--- src/rtl/conv2d_ram.sv ---
`default_nettype none

module conv2d_ram #(
	parameter int WIDTH = 16,
	parameter int DEPTH = 64,
	localparam int AW = (DEPTH > 1) ? $clog2(DEPTH) : 1
) (
	input  wire logic             clk,
	input  wire logic             we,
	input  wire logic [AW-1:0]    waddr,
	input  wire logic [WIDTH-1:0] wdata,
	input  wire logic [AW-1:0]    raddr,
	output logic      [WIDTH-1:0] rdata
);

	logic [WIDTH-1:0] mem [DEPTH];

	always_ff @(posedge clk) begin
		if (we) begin
			mem[waddr] <= wdata;
		end
		rdata <= mem[raddr];
	end

endmodule

`default_nettype wire

--- config.mk ---
export PLATFORM = sky130hd
export DESIGN_NAME = conv2d_ram
export DESIGN_NICKNAME = d
export VERILOG_FILES = /design/src/rtl/conv2d_ram.sv
export SDC_FILE = /design/constraint.sdc
export NUM_CORES = 1
export LEC_CHECK = 0
export BUFFER_PORTS_ARGS = -buffer_cell sky130_fd_sc_hd__buf_2
export CELL_PAD_IN_SITES_DETAIL_PLACEMENT = 2
export CELL_PAD_IN_SITES_GLOBAL_PLACEMENT = 2
export CORE_MARGIN = 10
export CORE_UTILIZATION = 50
export CTS_CLUSTER_SIZE = 25
export DETAILED_ROUTE_END_ITERATION = 7
export PLACE_DENSITY_LB_ADDON = 0.1
export REMOVE_ABC_BUFFERS = 1
export SYNTH_ARGS = -nofsm -noshare
export SYNTH_HDL_FRONTEND = slang
export SYNTH_SLANG_ARGS = --single-unit
--- constraint.sdc ---
create_clock -name clk -period 3.21 [get_ports clk]
set_input_delay 0 -clock clk [delete_from_list [all_inputs] [get_ports clk]]
set_output_delay 0 -clock clk [all_outputs]
set_load 0.03 [all_outputs]
==> flow_metrics.env <==
export IMPL_status="finished, final reports clean"
export IMPL_r2r_start="mem[22][9]$_DFFE_PP_"
export IMPL_grt_pass1_wl_um=188000
export IMPL_wl_um=133000
export IMPL_rows=103
export IMPL_drt_iter0_drc=2669
export IMPL_synthTopCellsByArea="edfxtp_1 (77%), mux4_2 (12%), mux2i_1 (2.1%), dfxtp_1 (0.80%), mux2_2 (0.76%)"
export IMPL_peakVddDrop_mv=0.511
export IMPL_criticalPathCategory="reg -> reg"
export IMPL_worstPathArrival_ps=2960
export IMPL_layout_nets=2070
export IMPL_area_growth_pct=14.2
export IMPL_rsz0062_at_grt="no"
export IMPL_wire_per_inst_um=41.7
export IMPL_io_buffers=45
export IMPL_dp_hpwl_um=76300
export IMPL_max_slew_worst_pin_slew_ps=1340
export IMPL_ys_warn_count=0
export IMPL_cellLeakagePower_nw=14.7
export IMPL_reg2reg_depth=5
export IMPL_holdPathEnd="mem[63][1]$_DFFE_PP_"
export IMPL_via_per_inst=6.61
export IMPL_timing_rr_end="rdata[9]$_DFF_P_"
export IMPL_hold_path_class="in -> reg"
export IMPL_yosysMostFrequentCell="edfxtp_1"
export IMPL_slew_violations=0
export IMPL_whs_path_depth=1
export IMPL_cts_setup_buffers=0
export IMPL_ctsResizeCount=0
export IMPL_drive_gt1_share_pct=28.4
export IMPL_relSlewSlack_pct=10.7
export IMPL_fmaxAchievable_ghz=0.409
export IMPL_avgSynthCellArea_um2=21.9
export IMPL_grt_usage_pct=29.3
export IMPL_pre_cts_ws_ps=453
export IMPL_power_total_w=0.0294
export IMPL_power_density_mw_per_mm2=643
export IMPL_clk_pin_slew_ps=60
export IMPL_io_pins=46
export IMPL_cp_top_family="multiplexers"
export IMPL_fin_ws_ps=767
export IMPL_ys_ff_latch=1040
export IMPL_syn_cell_area_mm2=0.0400
export IMPL_synthTopCellsByCount="edfxtp_1 (1,024), mux4_2 (220), mux2i_1 (85)"
export IMPL_insertion_delay_ps=680
export IMPL_cts_max_level=3
export IMPL_synth_ff_type="edfxtp_1"
export IMPL_cp_start_kind="flop"
export IMPL_crit_fanout=1
export IMPL_reg2reg_slack_ps=770
export IMPL_cts_made_buffers=105
export IMPL_setup_viol=0
export IMPL_cts_tree="yes"
export IMPL_final_cells=3181
export IMPL_cts_root_buffer="clkbuf_16"
export IMPL_dieArea_mm2=0.0918
export IMPL_drv_cap=0
export IMPL_vias=21000
export IMPL_tns_ps=0
export IMPL_clk_path_buf_depth=3
export IMPL_die_h_um=303
export IMPL_multi_input_area_mm2=0.00825
export IMPL_yosysSeqAreaShare_pct=77.6
export IMPL_drtPass1Iterations=6
export IMPL_timing_final_crit_share_pct=76.1
export IMPL_yosysTopAreaCell="edfxtp_1"
export IMPL_synth_edf_count=1024
export IMPL_antenna_left=0
export IMPL_hold_viol=0
export IMPL_nFillCells=6433
export IMPL_cp_end_kind="flop"
export IMPL_regArea_mm2=0.0311
export IMPL_core_mm2=0.0791
export IMPL_worstPathRequired_ps=3730
export IMPL_drcViolationCount=0
export IMPL_synth_top_area_share_pct=76.8
export IMPL_yosysUniqueCellTypes=43
export IMPL_die_x_um=303
export IMPL_gp_congestion=0.798
export IMPL_grt_max_degree=55
export IMPL_cts_sinks=1040
export IMPL_critPathBufInv=0
export IMPL_cp_cell_sequence="mux4_2, mux2i_1, a22oi_1, a31oi_1, a311oi_1"
export IMPL_dp_cells=2974
export IMPL_gr_total_overflow=0
export IMPL_async_flop_share_pct=0
export IMPL_synthCells=1829
export IMPL_antenna_found_initial=11
export IMPL_max_stage_delay_ps=530
export IMPL_min_delay_start="wdata[1]"
export IMPL_crit_slowest_cell="mux2i_1"
export IMPL_initial_core_util_pct=50.6
export IMPL_finClkSkew_ps=29.0
export IMPL_period_needed_ps=2440
export IMPL_grt_pass1_vias=22900
[worst max-delay path by stage]
stage	start	endpoint	slack, ps	cells after the start
finish	mem[22][9]$_DFFE_PP_	rdata[9]$_DFF_P_	770	5
global route	mem[19][1]$_DFFE_PP_	rdata[1]$_DFF_P_	760	5
CTS	mem[19][1]$_DFFE_PP_	rdata[1]$_DFF_P_	770	5
detailed placement	raddr[0]	rdata[2]$_DFF_P_	450	8
global placement	raddr[0]	rdata[12]$_DFF_P_	550	8
floorplan	we	mem[48][0]$_DFFE_PP_	1330	3
[cell families (layout without fill, tap and decap cells)]
logic type	count (synthesis)	in the layout	share of synthesized area, %
buf+inv	104	402	1.83
simple gates	220	220	2.65
other cells	0	4	0
mux	336	336	15.5
flops	1040	1040	77.6
compound gates	129	129	2.41
[per-layer routing]
layer,GRT usage [%],routed length (um),up-vias
li1,-,-,8106
met2,49.0,66500,1105
met1,38.5,51200,11500
met3,5.01,9980,256
met5,0,54,-
met4,10.7,5000,8
[placed cells by master, fill, tap and decap left out, types with 9 or more instances in the layout]
cell type / n
nand2_1: 59
buf_2: 42
nor2_1: 71
mux2i_1: 85
clkinv_2: 18
mux4_2: 220
nand3_1: 24
clkbuf_16: 106
bufinv_16: 12
clkinv_1: 21
dlygate4sd3_1: 9
nand4_1: 12
a22oi_1: 39
dfxtp_1: 16
buf_4: 141
clkbuf_1: 24
a21oi_1: 17
edfxtp_1: 1024
buf_12: 13
a221oi_1: 16
nor2b_1: 30
mux2_2: 27
[registers in the layout (all words and copies together), names as in the netlist]
register	cells
rdata	16
mem	1024
[worst register-to-register path, delay by kind of cell, from the launching register on]
kind,cells,cell delay (ps)
mux,2,1030
compound gates,3,880
flops,1,390
[stage by stage]
step	hold WS, ps	utilization, %	cell area (um^2)
2_1_floorplan	98.9	-	39300
6_report	4.23	57.8	45700
4_1_cts	1.84	57.8	45700
3_3_place_gp	447	53.3	42200
3_5_place_dp	455	53.3	42200
5_1_grt	14.8	57.8	45700
[power breakdown]
group / switching (W) / leakage, nW / internal (W)
registers: 0.0000629 / 9.35 / 0.0150
logic: 0.00110 / 3.66 / 0.000549
clock network: 0.00546 / 1.68 / 0.00718
total: 0.00662 / 14.7 / 0.0228
[cell type report]
cell class / instances / area share, %
flip-flops and latches: 1040 / 67.9
well taps: 1050 / 2.87
multi-input cells: 685 / 18.0
repair buffers: 208 / 3.63
diodes: 4 / 0.0219
clock buffers: 137 / 6.21
clock inverters: 57 / 1.28
[what timing repair did]
action	4_1_cts	5_1_grt
hold buffers	9	0
hold endpoints to repair	194	0
setup endpoints to repair	0	0
Power figures use the tool's default switching activity.
